===== config.mk =====
export PLATFORM = sky130hd
export DESIGN_NAME = rofs_avg
export DESIGN_NICKNAME = d
export VERILOG_FILES = /design/src/rtl/core/rofs_pkg.sv /design/src/rtl/core/rofs_avg.sv
export SDC_FILE = /design/constraint.sdc
export NUM_CORES = 1
export LEC_CHECK = 0
export BUFFER_PORTS_ARGS = -buffer_cell sky130_fd_sc_hd__buf_2
export CAP_MARGIN = 30
export CELL_PAD_IN_SITES_DETAIL_PLACEMENT = 1
export CELL_PAD_IN_SITES_GLOBAL_PLACEMENT = 2
export CORE_MARGIN = 2
export CORE_UTILIZATION = 37
export CTS_BUF_LIST = sky130_fd_sc_hd__clkbuf_4
export CTS_CLUSTER_SIZE = 40
export DETAILED_ROUTE_END_ITERATION = 10
export PLACE_DENSITY_LB_ADDON = 0.08
export SLEW_MARGIN = 30
export SYNTH_ARGS = -nofsm -noshare
export SYNTH_HDL_FRONTEND = slang
export SYNTH_SLANG_ARGS = --single-unit

===== constraint.sdc =====
create_clock -name aclk -period 14.5 [get_ports aclk]
set_input_delay 2.175 -clock aclk [delete_from_list [all_inputs] [get_ports aclk]]
set_output_delay 2.175 -clock aclk [all_outputs]
set_load 0.005 [all_outputs]

===== src/rtl/core/rofs_pkg.sv =====
// Shared types, codes and helpers of the resting order fill simulator.
package rofs_pkg;

    localparam int DEF_ORDER_SLOTS     = 16;
    localparam int DEF_ENTRY_FRAC_BITS = 16;

    localparam logic [1:0] ACT_PLACE  = 2'd0;
    localparam logic [1:0] ACT_MARKET = 2'd1;
    localparam logic [1:0] ACT_CANCEL = 2'd2;
    localparam logic [1:0] ACT_UPDATE = 2'd3;

    localparam int POS_W   = 48;
    localparam int ENTRY_W = 56;
    localparam int TOT_W   = POS_W + 1;
    localparam int ACC_W   = 105;
    localparam int MAX_FILLS = 16;

    typedef struct packed {
        logic        buy;
        logic [31:0] qty;
        logic [31:0] executed;
        logic [39:0] price;
        logic [31:0] exch_id;
    } slot_entry_t;

    typedef struct packed {
        logic [POS_W-1:0]   ap;
        logic [ENTRY_W-1:0] ent;
        logic [31:0]        qty;
        logic [ENTRY_W-1:0] pq;
    } avg_req_t;

    // Price in ticks to fixed-point entry price, saturating.
    function automatic logic [ENTRY_W-1:0] to_entry(input logic [39:0] price,
                                                    input int frac);
        logic [63:0] w;
        w = {24'b0, price} << frac;
        return (|w[63:ENTRY_W]) ? {ENTRY_W{1'b1}} : w[ENTRY_W-1:0];
    endfunction

endpackage


===== src/rtl/core/rofs_avg.sv =====
// Iterative weighted-average unit: shift-add products, then restoring division.
module rofs_avg
    import rofs_pkg::*;
(
    input  logic               aclk,
    input  logic               aresetn,
    input  logic               start,
    input  avg_req_t           req,
    output logic               done,
    output logic [ENTRY_W-1:0] result
);
    typedef enum logic [1:0] {P_IDLE, P_MUL1, P_MUL2, P_DIV} phase_t;

    phase_t             phase_reg;
    logic [ACC_W-1:0]   acc_reg;
    logic [ACC_W-1:0]   mcand_reg;
    logic [POS_W-1:0]   mplier_reg;
    logic [31:0]        qty_reg;
    logic [ENTRY_W-1:0] pq_reg;
    logic [TOT_W-1:0]   tot_reg;
    logic [TOT_W-1:0]   rem_reg;
    logic [ENTRY_W:0]   quot_reg;
    logic               ovf_reg;
    logic [6:0]         cnt_reg;
    logic               done_reg;

    logic [TOT_W-1:0]   tot_next;
    logic [TOT_W:0]     r2;
    logic               ge;
    logic [TOT_W:0]     diff;

    assign tot_next = {1'b0, req.ap} + {17'b0, req.qty};
    assign r2       = {rem_reg, acc_reg[ACC_W-1]};
    assign ge       = r2 >= {1'b0, tot_reg};
    assign diff     = r2 - {1'b0, tot_reg};

    always_ff @(posedge aclk) begin
        if (!aresetn) begin
            phase_reg <= P_IDLE;
            done_reg  <= 1'b0;
        end else begin
            done_reg <= (phase_reg == P_DIV) && (cnt_reg == 7'(ACC_W - 1));
            case (phase_reg)
                P_IDLE: begin
                    if (start) begin
                        acc_reg    <= ACC_W'(tot_next >> 1);
                        mcand_reg  <= ACC_W'(req.ent);
                        mplier_reg <= req.ap;
                        qty_reg    <= req.qty;
                        pq_reg     <= req.pq;
                        tot_reg    <= tot_next;
                        cnt_reg    <= '0;
                        phase_reg  <= P_MUL1;
                    end
                end
                P_MUL1, P_MUL2: begin
                    if (mplier_reg[0]) begin
                        acc_reg <= acc_reg + mcand_reg;
                    end
                    if (phase_reg == P_MUL1 && cnt_reg == 7'(POS_W - 1)) begin
                        mcand_reg  <= ACC_W'(pq_reg);
                        mplier_reg <= POS_W'(qty_reg);
                        cnt_reg    <= '0;
                        phase_reg  <= P_MUL2;
                    end else begin
                        mcand_reg  <= mcand_reg << 1;
                        mplier_reg <= mplier_reg >> 1;
                        if (phase_reg == P_MUL2 && cnt_reg == 7'd31) begin
                            rem_reg   <= '0;
                            quot_reg  <= '0;
                            ovf_reg   <= 1'b0;
                            cnt_reg   <= '0;
                            phase_reg <= P_DIV;
                        end else begin
                            cnt_reg <= cnt_reg + 7'd1;
                        end
                    end
                end
                P_DIV: begin
                    rem_reg  <= ge ? diff[TOT_W-1:0] : r2[TOT_W-1:0];
                    acc_reg  <= acc_reg << 1;
                    quot_reg <= {quot_reg[ENTRY_W-1:0], ge};
                    ovf_reg  <= ovf_reg | quot_reg[ENTRY_W];
                    cnt_reg  <= cnt_reg + 7'd1;
                    if (cnt_reg == 7'(ACC_W - 1)) begin
                        phase_reg <= P_IDLE;
                    end
                end
                default: phase_reg <= P_IDLE;
            endcase
        end
    end

    assign done   = done_reg;
    assign result = (ovf_reg || quot_reg[ENTRY_W]) ? {ENTRY_W{1'b1}} : quot_reg[ENTRY_W-1:0];
endmodule


# After elaboration in Yosys (flattened, before gate mapping)
# Cells that the tools add are included.
# Widths: inputs -> output; s select.
[op_classes] add_sub_neg=4 multipliers=0 div=0 order_cmp=1 eq_ne=12 shifts=0 mux=29 bitwise=1 reduce_logical=14
[ops] op="$mux 105" count=4
[ops] op="$pmux 105 s3" count=1
[ops] op="$pmux 105 s2" count=1
[ops] op="$mux 49" count=3
[ops] op="$mux 57" count=2
[ops] op="$pmux 57 s2" count=1
[ops] op="$add 105x105->105" count=1
[ops] op="$pmux 49 s2" count=1
[ops] op="$pmux 48 s2" count=1
[ops] op="$mux 56" count=1
[ops] op="$ge 50x49->1" count=1
[ops] op="$add 48x32->49" count=1
[ops] op="$sub 49x49->49" count=1
[ops] op="$mux 48" count=1
[ops] op="$mux 47" count=1
[ops] op="$mux 7" count=3
[ops] op="$pmux 7 s3" count=1
[ops] op="$reduce_and 3->1" count=4
[ops] op="$mux 2" count=4
[ops] op="$ne 2x2->1 const B" count=4
[ops] op="$add 7x1->7 const B" count=1
[ops] op="$eq 7x5->1 const B" count=1
[ops] op="$eq 7x6->1 const B" count=1
[ops] op="$eq 7x7->1 const B" count=1
[ops] op="other kinds (15)" count=20
[totals] ff_bits=512 latchBits=0 mem_bits_rw=0 mem_bits_ro=0 input_bits=195 output_inout_bits=57 word_cells=73 n_memories=0

# Longest topological paths before layout
[logic_depth] depth_word=5 mapped_depth=17 ltp_nobuf=14

# Worst setup path after synthesis
# Ideal clock, no wire load.
[synth_path] path_kind="input port to flip-flop" start="input port start" end="register mcand_reg[0] (enable)" setup_ns=0.901 arrival_time_ns=13.276 t_required_ns=13.599 path_slack_ns=0.322 path_stages=2 path_buffers=0 path_cell_list="nand2_1 > a21boi_0"
[synth_between] elab_chain_len=2
[synth_lines] item="from (decl)" line="rofs_avg.sv:7" source="input logic start,"
[synth_lines] item="$ne 2x2->1 (no source line)"
[synth_lines] item="$reduce_and 3->1 (no source line)"
[synth_lines] item="to (signal assigned)" line="rofs_avg.sv:47" source="mcand_reg <= ACC_W'(req.ent);"
[synth_lines] item="to (signal assigned)" line="rofs_avg.sv:61" source="mcand_reg <= ACC_W'(pq_reg);"
[synth_lines] item="to (signal assigned)" line="rofs_avg.sv:66" source="mcand_reg <= mcand_reg << 1;"
[synth_lines] item="to (decl)" line="rofs_avg.sv:16" source="logic [ACC_W-1:0] mcand_reg;"
# No other way between the ends.
# A chain may end at the register's enable or synchronous reset.

# Final worst setup path
[layout_path] start="input port req[56] (netlist name)" end="register acc_reg[45], data pin"
[layout_between] elab_chain_len=3
[layout_lines] item="from (decl)" line="rofs_avg.sv:8" source="input avg_req_t req,"
[layout_lines] item="$add 48x32->49" line="rofs_avg.sv:32" source="assign tot_next = {1'b0, req.ap} + {17'b0, req.qty};"
[layout_lines] item="net tot_next[46]" line="rofs_avg.sv:27" source="logic [TOT_W-1:0] tot_next;"
[layout_lines] item="$mux 105" line="rofs_avg.sv:45" source="if (start) begin"
[layout_lines] item="$pmux 105 s3" line="rofs_avg.sv:43" source="case (phase_reg)"
[layout_lines] item="to (signal assigned)" line="rofs_avg.sv:46" source="acc_reg <= ACC_W'(tot_next >> 1);"
[layout_lines] item="to (signal assigned)" line="rofs_avg.sv:58" source="acc_reg <= acc_reg + mcand_reg;"
[layout_lines] item="to (signal assigned)" line="rofs_avg.sv:81" source="acc_reg <= acc_reg << 1;"
[layout_lines] item="to (decl)" line="rofs_avg.sv:15" source="logic [ACC_W-1:0] acc_reg;"
# The timed path passes the listed nets, and every way through them passes these cells. The select of a mux whose other input is x is not followed.

==> impl_metrics.env <==
export IMPL_required_ns=15.27
export IMPL_portBuffers=251
export IMPL_cp_arrival_ns=5.94
export IMPL_crit_path_end_kind="flip-flop"
export IMPL_cts_buffers=156
export IMPL_n_fill_cell=10100
export IMPL_rrSetupSlack_ns=9.49
export IMPL_drtIter0Drc=1712
export IMPL_wire_per_inst_microns=22.19
export IMPL_cp_start_kind="input pin"
export IMPL_ys_async_sr_fraction_pct=0
export IMPL_place_gp_congestion=0.8631
export IMPL_final_cells=4871
export IMPL_finalSetupTns_ns=0
export IMPL_post_cts_repair_setup_buffers=0
export IMPL_min_path_type="flip-flop to flip-flop"
export IMPL_clock_power_share_pct=17.4
export IMPL_dp_cells=4597
export IMPL_p_comb_share_pct=51.9
export IMPL_cts_buffer_depth=3
export IMPL_die_h_microns=302.4
export IMPL_powerDensity_nw_per_um2=222.9
export IMPL_p_total_mw=8.284
export IMPL_synth_nets=3733
export IMPL_cts_resized=0
export IMPL_synth_edf_count=509
export IMPL_p_int_mw=4.549
export IMPL_ioPinCount=252
export IMPL_peakVddDrop_v=0.0001855
export IMPL_grt_first_pass_wirelength_mm=167.9
export IMPL_avgSynthCellArea_sq_um=9.852
export IMPL_yosysMostFrequentCell="edfxtp_1"
export IMPL_grt_pass1_vias=28310
export IMPL_first_pass_iters=7
export IMPL_slew_violations=0
export IMPL_fp_row_count=109
export IMPL_p_leak_nw=15.12
export IMPL_synth_top_flop_cell="edfxtp_1"
export IMPL_tightest_slew_ns=1.081
export IMPL_fin_area_sq_um=37170
export IMPL_p_seq_share_pct=30.7
export IMPL_finalHoldViolCount=0
export IMPL_r2r_cells=15
export IMPL_r2r_end="rem_reg[22]"
export IMPL_synth_seq_area_share_pct=46.58
export IMPL_viasPerCell=5.580
export IMPL_hold_start="quot_reg[48]"
export IMPL_synthTopCellsByCount="edfxtp_1 (509), a21oi_1 (363), nand2_1 (293)"
export IMPL_netlist_area_sq_um=32950
export IMPL_path_clk_slew_ns=0.06
export IMPL_post_route_util_pct=42.05
export IMPL_synthCells=3344
export IMPL_netSwitchingFraction_pct=45.09
export IMPL_fmax_mhz=193.6
export IMPL_setup_ws_ns=9.335
export IMPL_fin_crit_ns=5.165
export IMPL_yosys_area_top_type_share_pct=46.39
export IMPL_skew_ns=0.06507
export IMPL_drive_gt1_share_pct=15.12
export IMPL_status="finished, final reports clean"
export IMPL_gr_total_overflow=0
export IMPL_cts_max_level=4
export IMPL_dr_total_vias=27180
export IMPL_layout_area_seq_sq_um=15340
export IMPL_postCtsHoldBufs=0
export IMPL_clkSinkCount=512
export IMPL_synth_warnings=0
export IMPL_holdPathStages=1
export IMPL_hold_end="quot_reg[49]"
export IMPL_rsz0062_at_grt="false"
export IMPL_crit_fanout=6
export IMPL_grt_util_all_layers_pct=23.65
export IMPL_cap_viol_max_count=0
export IMPL_area_growth_pct=12.81
export IMPL_grt_max_degree=177
export IMPL_r2r_start="acc_reg[104]"
export IMPL_initial_utilization_pct=37.28
export IMPL_fin_nets=3979
export IMPL_cts_tree="yes"
export IMPL_root_buffer="clkbuf_4"
export IMPL_fin_crit_sh_pct=35.62
export IMPL_yosysUniqueCellTypes=84
export IMPL_netSwitchingPower_mw=3.735
export IMPL_antenna_found_initial=12
export IMPL_slew_headroom_pct=27.18
export IMPL_die_w_microns=302.4
export IMPL_drc=0
export IMPL_yosys_area_top_type="edfxtp_1"
export IMPL_wirelength_mm=108.1
export IMPL_dp_slack_ns=8.293
export IMPL_synth_area_leaders="edfxtp_1 (46%), ha_1 (7.3%), a21oi_1 (5.5%), nand2_1 (3.3%), nor2_1 (3.1%)"
export IMPL_setup_violations=0
export IMPL_hpwlAfterDp_mm=80.35
export IMPL_whs_ns=0.5474
export IMPL_design_core_area_sq_um=88370
export IMPL_multiInputGateArea_sq_um=16440
export IMPL_synth_seq_cells=512
export IMPL_die_area_sq_um=91450
export IMPL_critPathKind="input pin to flip-flop"
export IMPL_post_dp_cell_area_sq_um=35190
export IMPL_ant_nets=0
export IMPL_insertion_delay_ns=1.04
==> cell families after synthesis <==
logic type      share of synthesized area (%)
compound gates                          19.26
fa+ha+maj                               7.436
simple gates                            15.47
xor+xnor                                4.785
buf+inv                                 3.710
flops                                   46.58
mux                                     2.765
==> how the worst max path moves through the flow <==
stage	from	to	cells after the start
finish	req[56]	acc_reg[45]	15
global route	req[56]	acc_reg[45]	15
CTS	req[56]	acc_reg[45]	15
detailed placement	req[56]	acc_reg[45]	15
global placement	req[56]	acc_reg[37]	15
floorplan	start	mcand_reg[0]	2
==> critical path: stages <==
cell and delay (ns):
buf_2 0.11, ha_1 0.21, inv_1 0.07, fa_1 0.20
nor2b_1 0.07, o31a_1 0.33, o311ai_0 0.38, a21oi_1 0.25
a211oi_1 0.33, o21ai_0 0.22, a311oi_1 0.79, nor2_1 0.32
nand3b_1 0.20, xnor2_1 0.10, o21a_1 0.18
==> layout by cell type (no fill, tap or decap), types with 10 or more instances in the layout <==
master	instances
a211o_1	10
a211oi_1	15
a21boi_1	35
a21o_1	108
a21oi_1	363
a221o_1	17
a221oi_1	17
a22oi_1	16
a31oi_1	21
and2_1	67
and3_1	64
buf_2	251
buf_4	22
clkbuf_4	228
clkinv_1	29
edfxtp_1	509
ha_1	189
inv_1	124
mux2i_1	91
nand2_1	293
nand2b_1	15
nand3_1	69
nand4_1	76
nor2_1	275
nor2b_1	37
nor3_1	34
nor4_1	12
o21a_1	42
o21ai_0	185
o21bai_1	48
o31ai_1	17
or3_1	69
xnor2_1	113
xor2_1	67
==> final cells by class <==
class | instances | area share (%)
Inverter | 125 | 1.262
Clock buffer | 228 | 4.605
Clock inverter | 44 | 0.6834
Antenna cell | 2 | 0.01347
Sequential cell | 512 | 41.29
Multi-Input combinational cell | 2518 | 44.23
Timing Repair Buffer | 277 | 3.993
Tap cell | 1165 | 3.922
==> layer usage <==
metal | up-vias | track usage, % | routed length [microns]
met5 | - | 0 | 8
met4 | 2 | 6.087 | 1753
met3 | 133 | 3.857 | 4662
met2 | 609 | 35.51 | 46350
met1 | 13450 | 35.25 | 55330
li1 | 12980 | - | -
==> power by group through the flow <==
| stage | combinational, mW | clock (mW) | sequential, mW |
|---|---|---|---|
| 2_1_floorplan | 3.06 | 0 | 2.52 |
| 5_1_grt | 4.79 | 1.57 | 2.59 |
| 6_report | 4.30 | 1.44 | 2.54 |
| 3_5_place_dp | 4.29 | 0 | 2.57 |
| 4_1_cts | 4.31 | 1.50 | 2.54 |
| 3_3_place_gp | 4.21 | 0 | 2.56 |
Note: power is estimated with default switching activity, not from simulation.
