File: src/rtl/core/rofs_ram.sv
// Generic single-write, single-read RAM with registered read data.
module rofs_ram #(
    parameter int WIDTH = 8,
    parameter int DEPTH = 16
) (
    input  logic                                 aclk,
    input  logic                                 we,
    input  logic [(DEPTH > 1 ? $clog2(DEPTH) : 1)-1:0] waddr,
    input  logic [WIDTH-1:0]                     wdata,
    input  logic                                 re,
    input  logic [(DEPTH > 1 ? $clog2(DEPTH) : 1)-1:0] raddr,
    output logic [WIDTH-1:0]                     rdata
);
    logic [WIDTH-1:0] mem [DEPTH];
    logic [WIDTH-1:0] rdata_reg;

    always_ff @(posedge aclk) begin
        if (we) begin
            mem[waddr] <= wdata;
        end
        if (re) begin
            rdata_reg <= mem[raddr];
        end
    end

    assign rdata = rdata_reg;
endmodule

File: config.mk
export PLATFORM = sky130hd
export DESIGN_NAME = rofs_ram
export DESIGN_NICKNAME = d
export VERILOG_FILES = /design/src/rtl/core/rofs_ram.sv
export SDC_FILE = /design/constraint.sdc
export NUM_CORES = 1
export LEC_CHECK = 0
export BUFFER_PORTS_ARGS = -buffer_cell sky130_fd_sc_hd__buf_2
export CAP_MARGIN = 40
export CELL_PAD_IN_SITES_DETAIL_PLACEMENT = 1
export CELL_PAD_IN_SITES_GLOBAL_PLACEMENT = 2
export CORE_ASPECT_RATIO = 0.8
export CORE_MARGIN = 2
export CORE_UTILIZATION = 50
export CTS_BUF_LIST = sky130_fd_sc_hd__clkbuf_8 sky130_fd_sc_hd__clkbuf_16
export DETAILED_ROUTE_END_ITERATION = 8
export PLACE_DENSITY_LB_ADDON = 0.1
export SETUP_SLACK_MARGIN = 0.5
export SYNTH_ARGS = -nofsm -noshare
export SYNTH_HDL_FRONTEND = slang
export SYNTH_SLANG_ARGS = --single-unit
File: constraint.sdc
create_clock -name aclk -period 3.85 [get_ports aclk]
set_clock_uncertainty 0.05 [all_clocks]
set_input_delay 0.1925 -clock aclk [delete_from_list [all_inputs] [get_ports aclk]]
set_output_delay 0.1925 -clock aclk [all_outputs]
set_load 0.01 [all_outputs]
# ---- Word level (Yosys, flattened, before mapping)
# Memory sizes are Yosys's and may differ from the RTL's. A register that Yosys moved wholly into a read port is not among the register bits.
# Index checks and enable logic that the tools add are counted.
# W data, S select, Z words.
dict set report word_totals {
  wordCells 3
  ff_bits 0
  input_bits 19
  ram_bits 128
  mem_count 1
  latchBits 0
  romBits 0
}
# name words width read_ports rd_clocked_by_memory_dff write_ports line_no
set memory_table {}
lappend memory_table {mem 16 8 1 1 1 14} ;# logic [WIDTH-1:0] mem [DEPTH];
dict set report op_classes {
  n_mul 0
  n_shift 0
  mux 2
  order_cmp 0
  div_mod_pow 0
  n_eq_ne 0
  bitwise_logic 0
  reduce_logical 0
  add_sub_neg 0
}
# op n
set op_table {}
lappend op_table {{$mux W1} 2}

# ---- Depth between registers and ports, before layout
# Gate-level depths: netlist of run 1.
dict set report logic_depth {
  word_depth 2
  ltp_mapped 5
  mapped_depth_nobuf 3
}

# ---- Worst setup path after synthesis of run 1
# OpenSTA, ideal clock, no wires.
dict set report synth_path {
  kind {input port to flip-flop}
  startpoint {input port waddr[2] (netlist bit)}
  endpoint {memory mem[0][0], enable pin}
  t_arrival_ps 1302
  path_buffers 0
  setup_slack_ps 2115
  stages 2
  setup_ps 383
  required_time_ps 3417
  path_cell_list {or3b_2 -> nor3_1}
}
# item line_no
set synth_lines {}
lappend synth_lines {{from (decl)} 8} ;# input logic [(DEPTH > 1 ? $clog2(DEPTH) : 1)-1:0] waddr,
lappend synth_lines {{to (decl)} 14}
# Straight into the memory's write port.

==> out/results.txt, run 1 <==
The flow ran to the end, and the final reports show no timing, DRC or antenna violations. The worst register-to-register path begins at mem[9][0]. The depth of the most critical reg-to-reg path was 3. The run gives 0 as the number of setup violations in the final report. In this run the worst hold path is classified as input port to flop.

Register area share after synthesis: 78.1%. The startpoint identified for the worst hold timing path is re. The worst setup path is captured at a flop. The internal cell power came out at 0.00273 W. Final hold analysis gives a worst-case slack of 90.7 ps. The clock latency at the later pin of the worst-skew pair was 410 ps; the count of cells along the worst hold path was 1. The tools report the first-pass GRT wire length as 16200 um. The final route contains 2453 vias. The final critical path time including I/O delays and setup was 1760 ps; the detailed route wirelength on metal3 was 501 um.

The detailed router used layers up to and including met4. The post-synthesis register bit count is 136, and the number of global-route vias before repair is 2644. The clock network power share came out at 46.0%. Across the VDD grid, the largest voltage drop is 0.372 mV. Data on the critical path arrives at its endpoint at 1870 ps.

Summed over all layers, the global routing overflow is 0. In the synthesized netlist, the number of instances is 229. Combinational logic is responsible for 4.6% of the overall power.

Yosys printed 0 warnings. The tools report the number of clock sinks as 136. STA puts the critical path data required time at 3950 ps. Power spread over the standard cell area amounts to 553 mW/mm^2. The detailed-router iteration count before antenna repair came out at 7. Across all register-to-register paths, the minimum setup slack is 2250 ps.

Cells with a size suffix above 1 make up 29.3% of the layout. Net switching is 19.7% of the power. No sink is reached through more buffers than the 2 on the longest clock path.

In this run, post-CTS hold repair placed 0 buffers. The floorplan die height works out to 95.5 um. A synthesized cell averages 22.8 sq um. The number of antenna diodes in the final layout is 0.

Total number of H-tree levels: 4. The die covers 0.0113 sq mm. The post-route clock period utilization is 45.8%, and the number of antenna violations at the first check in global routing is 0. The initial utilization of the core area, before any placement, comes to 51.3%. Adding up every negative setup slack in the final design gives 0 ps. The relative max-transition margin was 42.3%; the post-synthesis cell type count was 18. OpenSTA, run right after detailed placement, puts the worst setup slack at 1630 ps.

In the routed design, unresolved DRC markers number 0. The tools report the capturing point of the worst reg2reg path as rdata[0]. In the final routing, the length of wire on met1 measures 5030 um. In this run the worst path has a maximum fanout of 17.

The cell sitting at the root of the clock tree is a clkbuf_16. Once detailed placement completed, the half-perimeter wirelength came to 6830 um. Compared with the post-synthesis result, the final layout area differs by 17.4%. The kind of critical path was input port to flop. TritonCTS built the clock tree.

In the detailed route, the total length drawn on met2 is 5120 um. The tools report the CTS buffer count as 17. Setup repair after global routing left no endpoint under its margin.

The relative contribution of sequential cells to total power is 49.4%. Number of vias per cell: 5.70. The number of ports placed on the die boundary came out at 27. After layout, the worst setup slack is 2090 ps. With fillers left out, the area of the finished cells amounts to 0.00614 sq mm.

The floorplan has 33 rows. For the pin with the worst max-slew slack, the measured transition is 862 ps. The cell area that synthesis handed to floorplanning was 0.00523 sq mm. The register with the most flip-flops in the layout has 128 of them. For this design the static power due to leakage is 2.07 nW.

Entering global routing, the biggest net connects 33 pins. The most common cell after layout, fill and taps aside is edfxtp_1. STA classifies the critical path startpoint as an input port. Measured on the finished design, the core utilization comes to 60.2%.

The tools report the worst min-delay path endpoint as rdata[0]. The detail route stage leaves a number of antenna-violating nets equal to 0. The total count of hold-check failures in the final report is 0. The total area inside the core boundary comes to 0.0102 sq mm. The global-route usage over all layers is 21.0%, and the fmax is 567 MHz. After detailed routing, the average wire length per cell comes to 25.0 um.

The final layout contains routed wiring with a total length of 10800 um. The number of pins with negative max-slew slack in the final report came out at 0. For the detailed router's first-iteration violation count, the log shows 257.

For the number of nets in the layout, the log shows 297. The count of instances resized after the clock tree is built is 0, and the net count after synthesis is 248. In the layout the commonest cells are 136 x edfxtp_1, 26 x buf_2, 18 x mux4_2, 17 x clkbuf_16, 16 x a22oi_1. After clock tree synthesis, the clock-pin slew on the worst setup and hold paths is 60 ps.

The total net switching power was 0.000669 W; the width of the die was 118 um. The total setup buffers inserted after CTS is 0. The post-place instance area came out at 0.00556 sq mm.

In this run the tool buffered the top-level ports with 26 buffer cells. Across the run, the number of max-cap violations was 0. The congestion estimate from routability-driven global placement came to 0.678.
==> worst max path at each step <==
| stage | from | end | slack (ps) |
|---|---|---|---|
| after floorplan | waddr[2] | mem[0][0] | 2110 |
| after global placement | raddr[0] | rdata[2] | 1390 |
| after detailed placement | raddr[0] | rdata[2] | 1630 |
| after CTS | raddr[0] | rdata[2] | 2060 |
| after global routing | raddr[0] | rdata[2] | 1960 |
| final | raddr[0] | rdata[2] | 2090 |
==> final cells by class <==
type | count | area, sq um
well taps | 140 | 175
fillers | 864 | 4060
clock buffers | 17 | 425
multi-input cells | 83 | 1060
repair buffers | 40 | 248
flip-flops and latches | 136 | 4080
clock inverters | 14 | 143
==> power by group through the flow <==
stage | registers (W) | clock network (W) | logic [W]
final | 0.00168 | 0.00156 | 0.000156
after global routing | 0.00168 | 0.00164 | 0.000169
after CTS | 0.00168 | 0.00158 | 0.000159
after global placement | 0.00171 | 0 | 0.000150
after detailed placement | 0.00171 | 0 | 0.000158
after floorplan | 0.00171 | 0 | 0.0000842
==> critical path: stages <==
cell     delay (ps)
buf_2           320
buf_12          240
buf_4           200
mux4_1          570
a22oi_1         220
nand2_1         110
==> stage by stage <==
| stage | power [W] | instances |
|---|---|---|
| after detailed placement | 0.00187 | 398 |
| after floorplan | 0.00179 | 229 |
| after global routing | 0.00349 | 430 |
| after CTS | 0.00342 | 429 |
| final | 0.00340 | 430 |
| after global placement | 0.00186 | 389 |
==> metal layers <==
layer / track usage [%] / vias to the layer above
met5: 0 / -
met4: 7.43 / 0
met3: 6.10 / 12
met2: 32.8 / 68
met1: 28.6 / 1294
li1: - / 1079
==> logic make-up (layout without fill, tap and decap cells) <==
kind of cell           Yosys count  after routing  synth area share [%]
AO/OA/AOI/OAI                   16             16                  2.30
multiplexers                    32             32                  14.8
buffers and inverters           10             71                  1.65
AND/OR/NAND/NOR                 35             35                  3.14
flip-flops                     136            136                  78.1
==> synthesized netlist by cell type <==
master             n  area (sq um)
a22oi_1           16           120
and2_1             1          6.26
and2b_1            1          7.51
buf_2              3          15.0
buf_4              1          7.51
buf_6              3          33.8
clkdlybuf4s25_2    3          30.0
edfxtp_1         136          4080
mux4_1            14           368
mux4_2            18           405
nand2_1            9          33.8
nand2b_1           2          12.5
nand3_1            1          5.00
nand3b_1           2          15.0
nor2_1            13          48.8
nor2b_1            1          6.26
nor3_1             4          20.0
or3b_2             1          8.76
Note: power is estimated with default switching activity, not from simulation.
==> run 2: changes to the inputs <==
--- a/config.mk
+++ b/config.mk
@@ -11,7 +11,7 @@
 export CELL_PAD_IN_SITES_GLOBAL_PLACEMENT = 2
 export CORE_ASPECT_RATIO = 0.8
 export CORE_MARGIN = 2
-export CORE_UTILIZATION = 50
+export CORE_UTILIZATION = 48
 export CTS_BUF_LIST = sky130_fd_sc_hd__clkbuf_8 sky130_fd_sc_hd__clkbuf_16
 export DETAILED_ROUTE_END_ITERATION = 8
 export PLACE_DENSITY_LB_ADDON = 0.1
==> constraint.sdc (replaced) <==
create_clock -name aclk -period 1.78 [get_ports aclk]
set_clock_uncertainty 0.05 [all_clocks]
set_input_delay 0.089 -clock aclk [delete_from_list [all_inputs] [get_ports aclk]]
set_output_delay 0.089 -clock aclk [all_outputs]
set_load 0.01 [all_outputs]
==> run 2 against run 1 <==
Clock-buffer cell count unchanged. Total power increased by 130%. Hold slack worse by 66 ps. Flip-flop and latch count unchanged. Sequential power grew 120%. Register-to-register slack got worse by 2000 ps. Final area is 3.2% higher. Combinational power increased to 2.5 times the previous value.
==> out/results.txt, run 2 (synthesis gave the netlist of run 1 again) <==
The detailed placement HPWL is 7210 um, and the routed wire length is 11400 um. TritonCTS built the clock tree. Data on the critical path is required at its endpoint by 1870 ps. The filler cells instantiated in the layout total 942.

Dividing the final minimum period by the clock period gives 85.1%. The die is 121 um wide. For this run the aggregate overflow at the end of global routing stands at 0.

For the global-route usage over all layers, the log shows 21.7%. The total count of hold-check failures in the final report came out at 0. The logs give 0 for the number of setup violations in the final report and 59.1% for the share of the core filled with cells in the final layout. The tool flagged a number of max-cap violations equal to 0. For the number of clock sinks, the log shows 136. The worst setup path is of the flop to flop kind. The first global-routing pass estimated 17600 um of wire. Registers take 0.00408 sq mm.

In this run the register-to-register setup slack is 270 ps. In this run the number of H-tree levels came out at 4. The logs give 17 for the CTS buffer count and 0 for the count of inserted antenna diode cells. The number of ports placed on the die boundary was 27. The floorplan die height works out to 97.3 um. For this run, design rule violations remaining after detail routing come to 0. The number of antenna violations at the first check in global routing was 0.

Count of buffers from port buffering: 26. The run finished with clean final reports. For the setup TNS after final layout, the log shows 0 ps.

Prior to clock tree synthesis, the placed netlist has a worst setup slack of 62.0 ps. The cell sitting at the root of the clock tree is a clkbuf_16. The fraction of final layout cells with drive strength greater than 1 was 39.7%. Setup repair after global routing could not meet its margin everywhere.

The tools report the element type at the critical path end as a flop. The final layout contains 306 nets. The tools report the category of the worst setup path launch point as a flop. The clock latency at the later pin of the worst-skew pair was 420 ps.

The worst path meets setup with 266 ps of slack. The run gives 1610 ps as the data arrival time of the worst path. The clock tree buffer depth is 2, and the core area is 0.0107 sq mm.

For the detailed-router iteration count before antenna repair, the log shows 4. Leaving out fill and tap cells, the most frequent cells in the layout are 136 x edfxtp_1, 32 x mux4_2, 26 x buf_2, 18 x buf_4, 17 x clkbuf_16. At the pin with the least slew margin, the transition time is 460 ps. Clock-pin slew was measured on the worst setup and hold paths at 60 ps.

The area of the die came out at 0.0117 sq mm. For the number of global-route vias before repair, the log shows 2699. Number of pins with negative max-slew slack in the final report: 0.

The most common cell after layout, fill and taps aside is edfxtp_1. The maximum resistive drop on vdd is 0.840 mV, and the power density relative to cell area is 1240 mW/mm^2. For the final antenna-violating net count, the log shows 0.

The multi-input combinational cells in the finished layout cover a total of 0.00107 sq mm. The effective utilization at floorplan came out at 48.8%. The run gives 33 as the maximum number of pins on one net before global-route repair. The final critical path time including I/O delays and setup works out to 1510 ps.

The class of the worst hold path is input port to flop. The logs give 660 MHz for the fmax and 0 for the total setup buffers inserted after CTS. The worst pin sits at a relative slew slack of 69.3%. Compared with the post-synthesis result, the final layout area differs by 21.1%. After detailed routing, the average wire length per cell comes to 25.6 um. The analysis attributes to cell leakage a power of 2.12 nW. After the first detailed-routing iteration, the DRC count stood at 262. At the end of routability-driven placement, the weighted congestion stood at 0.740. Row generation in the floorplan step produced 34 rows.

The register with the most flip-flops in the layout has 128 of them. The maximum fanout along the worst path works out to 1. After detailed routing, the number of vias per cell comes to 5.64. The via count came out at 2505.
run 2: cell types whose count changed in the layout (fill, tap and decap cells not counted), moves of 5 or more:
cell and delta:
mux4_1 -14, mux4_2 +14, a22oi_1 -10, a22oi_2 +10, buf_4 +5
run 2: through the flow:
stage          power, W  cells  hold slack, ps  area (sq um)
4_1_cts         0.00791    444            6.89          6320
3_3_place_gp    0.00406    411             419          5630
2_1_floorplan   0.00390    229             138          5220
6_report        0.00785    444            25.0          6330
5_1_grt         0.00806    444            21.1          6330
3_5_place_dp    0.00408    411             415          5630
run 2: layout make-up:
| cell class | instances | share of cell area [%] |
|---|---|---|
| Clock buffer | 17 | 6.72 |
| Clock inverter | 15 | 3.42 |
| Multi-Input combinational cell | 83 | 16.9 |
| Sequential cell | 136 | 64.5 |
| Tap cell | 144 | 2.85 |
| Timing Repair Buffer | 49 | 5.61 |
run 2: worst paths after layout:
check,startpoint,to,cells after the start
min,wdata[0],mem[9][0],1
min reg2reg,mem[10][3],rdata[3],3
max reg2reg,mem[10][0],rdata[0],3
max,mem[10][0],rdata[0],3
run 2: what timing repair did:
action                                 4_1_cts  5_1_grt
resized for setup                            7        3
hold buffers                                 1        0
endpoints found under the hold margin        8        0
setup endpoints to repair                    8        8
gates cloned                                 0        0
run 2: critical path, stage by stage, from the launching register on:
cell	delay [ps]
edfxtp_1	390
mux4_2	500
a22oi_2	210
nand2_1	110
run 2: metal layers:
| layer | global-route usage (%) | vias to the layer above | wire [um] |
|---|---|---|---|
| met5 | 0 | - | 0 |
| met1 | 32.6 | 1315 | 5250 |
| li1 | - | 1086 | - |
| met2 | 31.2 | 90 | 5190 |
| met3 | 5.69 | 14 | 714 |
| met4 | 7.78 | 0 | 209 |
run 2: where the power goes:
part           total (W)  internal (W)  switching [W]
Sequential       0.00363       0.00361      0.0000204
Combinational   0.000392      0.000165       0.000227
Clock            0.00383       0.00258        0.00124
Total            0.00785       0.00636        0.00149
==> run 3: changes to the inputs <==
--- a/config.mk
+++ b/config.mk
@@ -8,11 +8,11 @@
 export BUFFER_PORTS_ARGS = -buffer_cell sky130_fd_sc_hd__buf_2
 export CAP_MARGIN = 40
 export CELL_PAD_IN_SITES_DETAIL_PLACEMENT = 1
-export CELL_PAD_IN_SITES_GLOBAL_PLACEMENT = 2
+export CELL_PAD_IN_SITES_GLOBAL_PLACEMENT = 1
 export CORE_ASPECT_RATIO = 0.8
 export CORE_MARGIN = 2
-export CORE_UTILIZATION = 48
-export CTS_BUF_LIST = sky130_fd_sc_hd__clkbuf_8 sky130_fd_sc_hd__clkbuf_16
+export CORE_UTILIZATION = 50
+export CTS_BUF_LIST = sky130_fd_sc_hd__clkbuf_16
 export DETAILED_ROUTE_END_ITERATION = 8
 export PLACE_DENSITY_LB_ADDON = 0.1
 export SETUP_SLACK_MARGIN = 0.5
==> run 3 against run 2 <==
Flip-flop and latch count did not move. Combinational power fell by 5.9%. Critical path depth did not move. Register-to-register slack improved by 30 ps. Final area fell by 1.5%. First-iteration DRC count fell by 35%. Utilization rose by 2.1 points. Critical path type unchanged.
==> out/results.txt, run 3 (synthesis gave the netlist of run 1 again) <==
The run gives 11.9 ps as the worst hold-check slack. Setup violations remaining at the end of the flow were counted as 0. The tools report the worst setup path startpoint as mem[1][0]. The growth of design area from synthesis to finish was 19.2%. The tools report the number of global-route vias before repair as 2579. Power spread over the standard cell area amounts to 1170 mW/mm^2.

The library cells used most frequently in the layout, excluding fill and tap cells, are 136 x edfxtp_1, 32 x mux4_2, 26 x buf_2, 20 x buf_4, 17 x clkbuf_16. In this run the core area contains 33 standard-cell rows. The transition time at the pin with the least slew margin is 506 ps. After global routing, the most crowded layer is met2. The run gives 0.0113 sq mm as the area of the die. The first global-routing pass estimated 15700 um of wire. The class of the worst hold path is input port to flop. Global routing used 30.6% of the available met2 tracks. For the maximum number of pins on one net before global-route repair, the log shows 33. The run gives 1890 ps as the data required time at the worst endpoint. The run gives 674 MHz as the fmax. The most common cell after layout, fill and taps aside was edfxtp_1. The worst register-to-register path begins at mem[1][0]. The worst-case IR drop observed on VDD is 0.797 mV. In this run the count of I/O pins placed on the die edge is 27. The run gives 61.1% as the share of the core filled with cells in the final layout.

Before CTS, the worst setup slack after placement is -7.08 ps. STA classifies the critical path startpoint as a flop. Clock latency on the worst-skew pair, taken at its later pin, is 410 ps.

For the detailed placement HPWL, the log shows 6870 um. The number of clock buffers added by TritonCTS is 17. The effective utilization at floorplan was 51.3%. Once detail routing completed, the nets flagged for antenna violations numbered 0.

The depth of the most critical reg-to-reg path is 3, and the number of inserted filler cells in the final layout is 852. The count of buffers from port buffering works out to 26. For the number of antenna violations at the first check in global routing, the log shows 0. The tools report the via count as 2448. The footprint of the flip-flops and latches was 0.00408 sq mm.

The final critical path time including I/O delays and setup works out to 1480 ps. The critical path is of the flop to flop type. In this run the vertical extent of the chip is 95.5 um. The register with the most flip-flops in the layout has 128 of them.

At the end of routability-driven placement, the weighted congestion stood at 0.731. The logs give 308 for the number of nets in the layout and 10100 um for the routed wire length. Relative max-transition margin: 66.3%. Critical path endpoint: rdata[0]. The worst setup slack for register-to-register paths is 300 ps. The number of pins with negative max-slew slack in the final report is 0.

TritonCTS built the clock tree. In this run the most critical hold path is launched from wdata[3]. The cell sitting at the root of the clock tree is a clkbuf_16. Cells with a size suffix above 1 make up 40.1% of the layout. Counting every sink on the clock net gives 136. The clock tree buffer depth was 2. The logs give 4 for the total number of H-tree levels and 20.0% for the global-route usage over all layers. The total count of hold-check failures in the final report came out at 0. In the global route stage, met3 resource usage came out at 5.56%.

0 antenna diodes ended up in the layout. At the worst endpoint, the arrival time is 1590 ps. The detailed router's first-iteration violation count came out at 169. After detailed routing, the number of vias per cell comes to 5.54. Summing all multi-input logic gate instances after layout gives 0.00106 sq mm. The worst path uses 83.3% of the clock period. The detailed-router iteration count before antenna repair was 4. Setup repair after global routing could not meet its margin everywhere.

The run finished with clean final reports. In this run the horizontal extent of the chip is 118 um. The worst register-to-register path ends at rdata[0]. After detailed routing, the number of remaining DRC violations is 0. In the final routed layout, each cell accounts on average for 22.8 um.

The leakage power summed over all cells is 2.08 nW, and the max-cap violation count is 0. Summed over all layers, the global routing overflow is 0. Element type at the critical path end: a flop.

The met1 usage came out at 27.7%. Clock-pin slew was measured on the worst setup and hold paths at 60 ps. The maximum fanout along the worst path was 1; the final worst slack was 297 ps.

The tools report the core area as 0.0102 sq mm.
## run 3: cell count changes in the layout (fill, tap and decap cells not counted), sizes merged
| cell | previous run | this run |
|---|---|---|
| bufinv | 6 | 2 |
| clkinv | 5 | 10 |
| clkinvlp | 0 | 1 |
| dlygate4sd3 | 1 | 3 |
| inv | 4 | 2 |
## run 3: final cells by class
| class | count | share of cell area [%] |
|---|---|---|
| Clock buffer | 17 | 6.82 |
| Clock inverter | 15 | 2.23 |
| Multi-Input combinational cell | 83 | 17.0 |
| Sequential cell | 136 | 65.5 |
| Tap cell | 140 | 2.81 |
| Timing Repair Buffer | 51 | 5.62 |
## run 3: timing repair
action,in CTS,in global routing
gates resized for setup,8,0
hold endpoints to repair,14,0
pin swaps,4,0
cloned,0,0
buffers inserted,0,0
hold buffers,3,0
endpoints found under the setup margin,8,8
## run 3: worst min path at each step
stage                  to  depth (start not counted)
3_3_place_gp     rdata[7]                          1
2_1_floorplan   mem[0][0]                          0
5_1_grt        mem[14][3]                          1
3_5_place_dp     rdata[7]                          1
6_report        mem[5][3]                          1
4_1_cts        mem[15][3]                          1
## run 3: worst max-delay path, cell delays in order, from the launching register on
cell and delay (ps):
edfxtp_1 400, mux4_2 480, a22oi_2 220, nand2_1 70
## run 3: layer usage
metal | share of wire, % | vias up | wire [um]
met5 | 0 | - | 0
met4 | 0.93 | 0 | 94
met3 | 4.2 | 9 | 419
met2 | 47 | 67 | 4770
met1 | 47 | 1282 | 4780
li1 | - | 1090 | -
## run 3: metrics by stage
stage / total power, W / cell area (sq um) / TNS [ps] / cells
finish: 0.00730 / 6230 / 0 / 442
global route: 0.00754 / 6230 / 0 / 442
CTS: 0.00737 / 6230 / 0 / 442
detailed placement: 0.00405 / 5600 / -7.08 / 407
global placement: 0.00403 / 5600 / -3.93 / 407
floorplan: 0.00390 / 5220 / 0 / 229
## run 3: power by group
part	switching [W]	total, W	internal [W]
sequential	0.0000181	0.00363	0.00361
clock	0.00127	0.00330	0.00204
combinational	0.000210	0.000369	0.000159
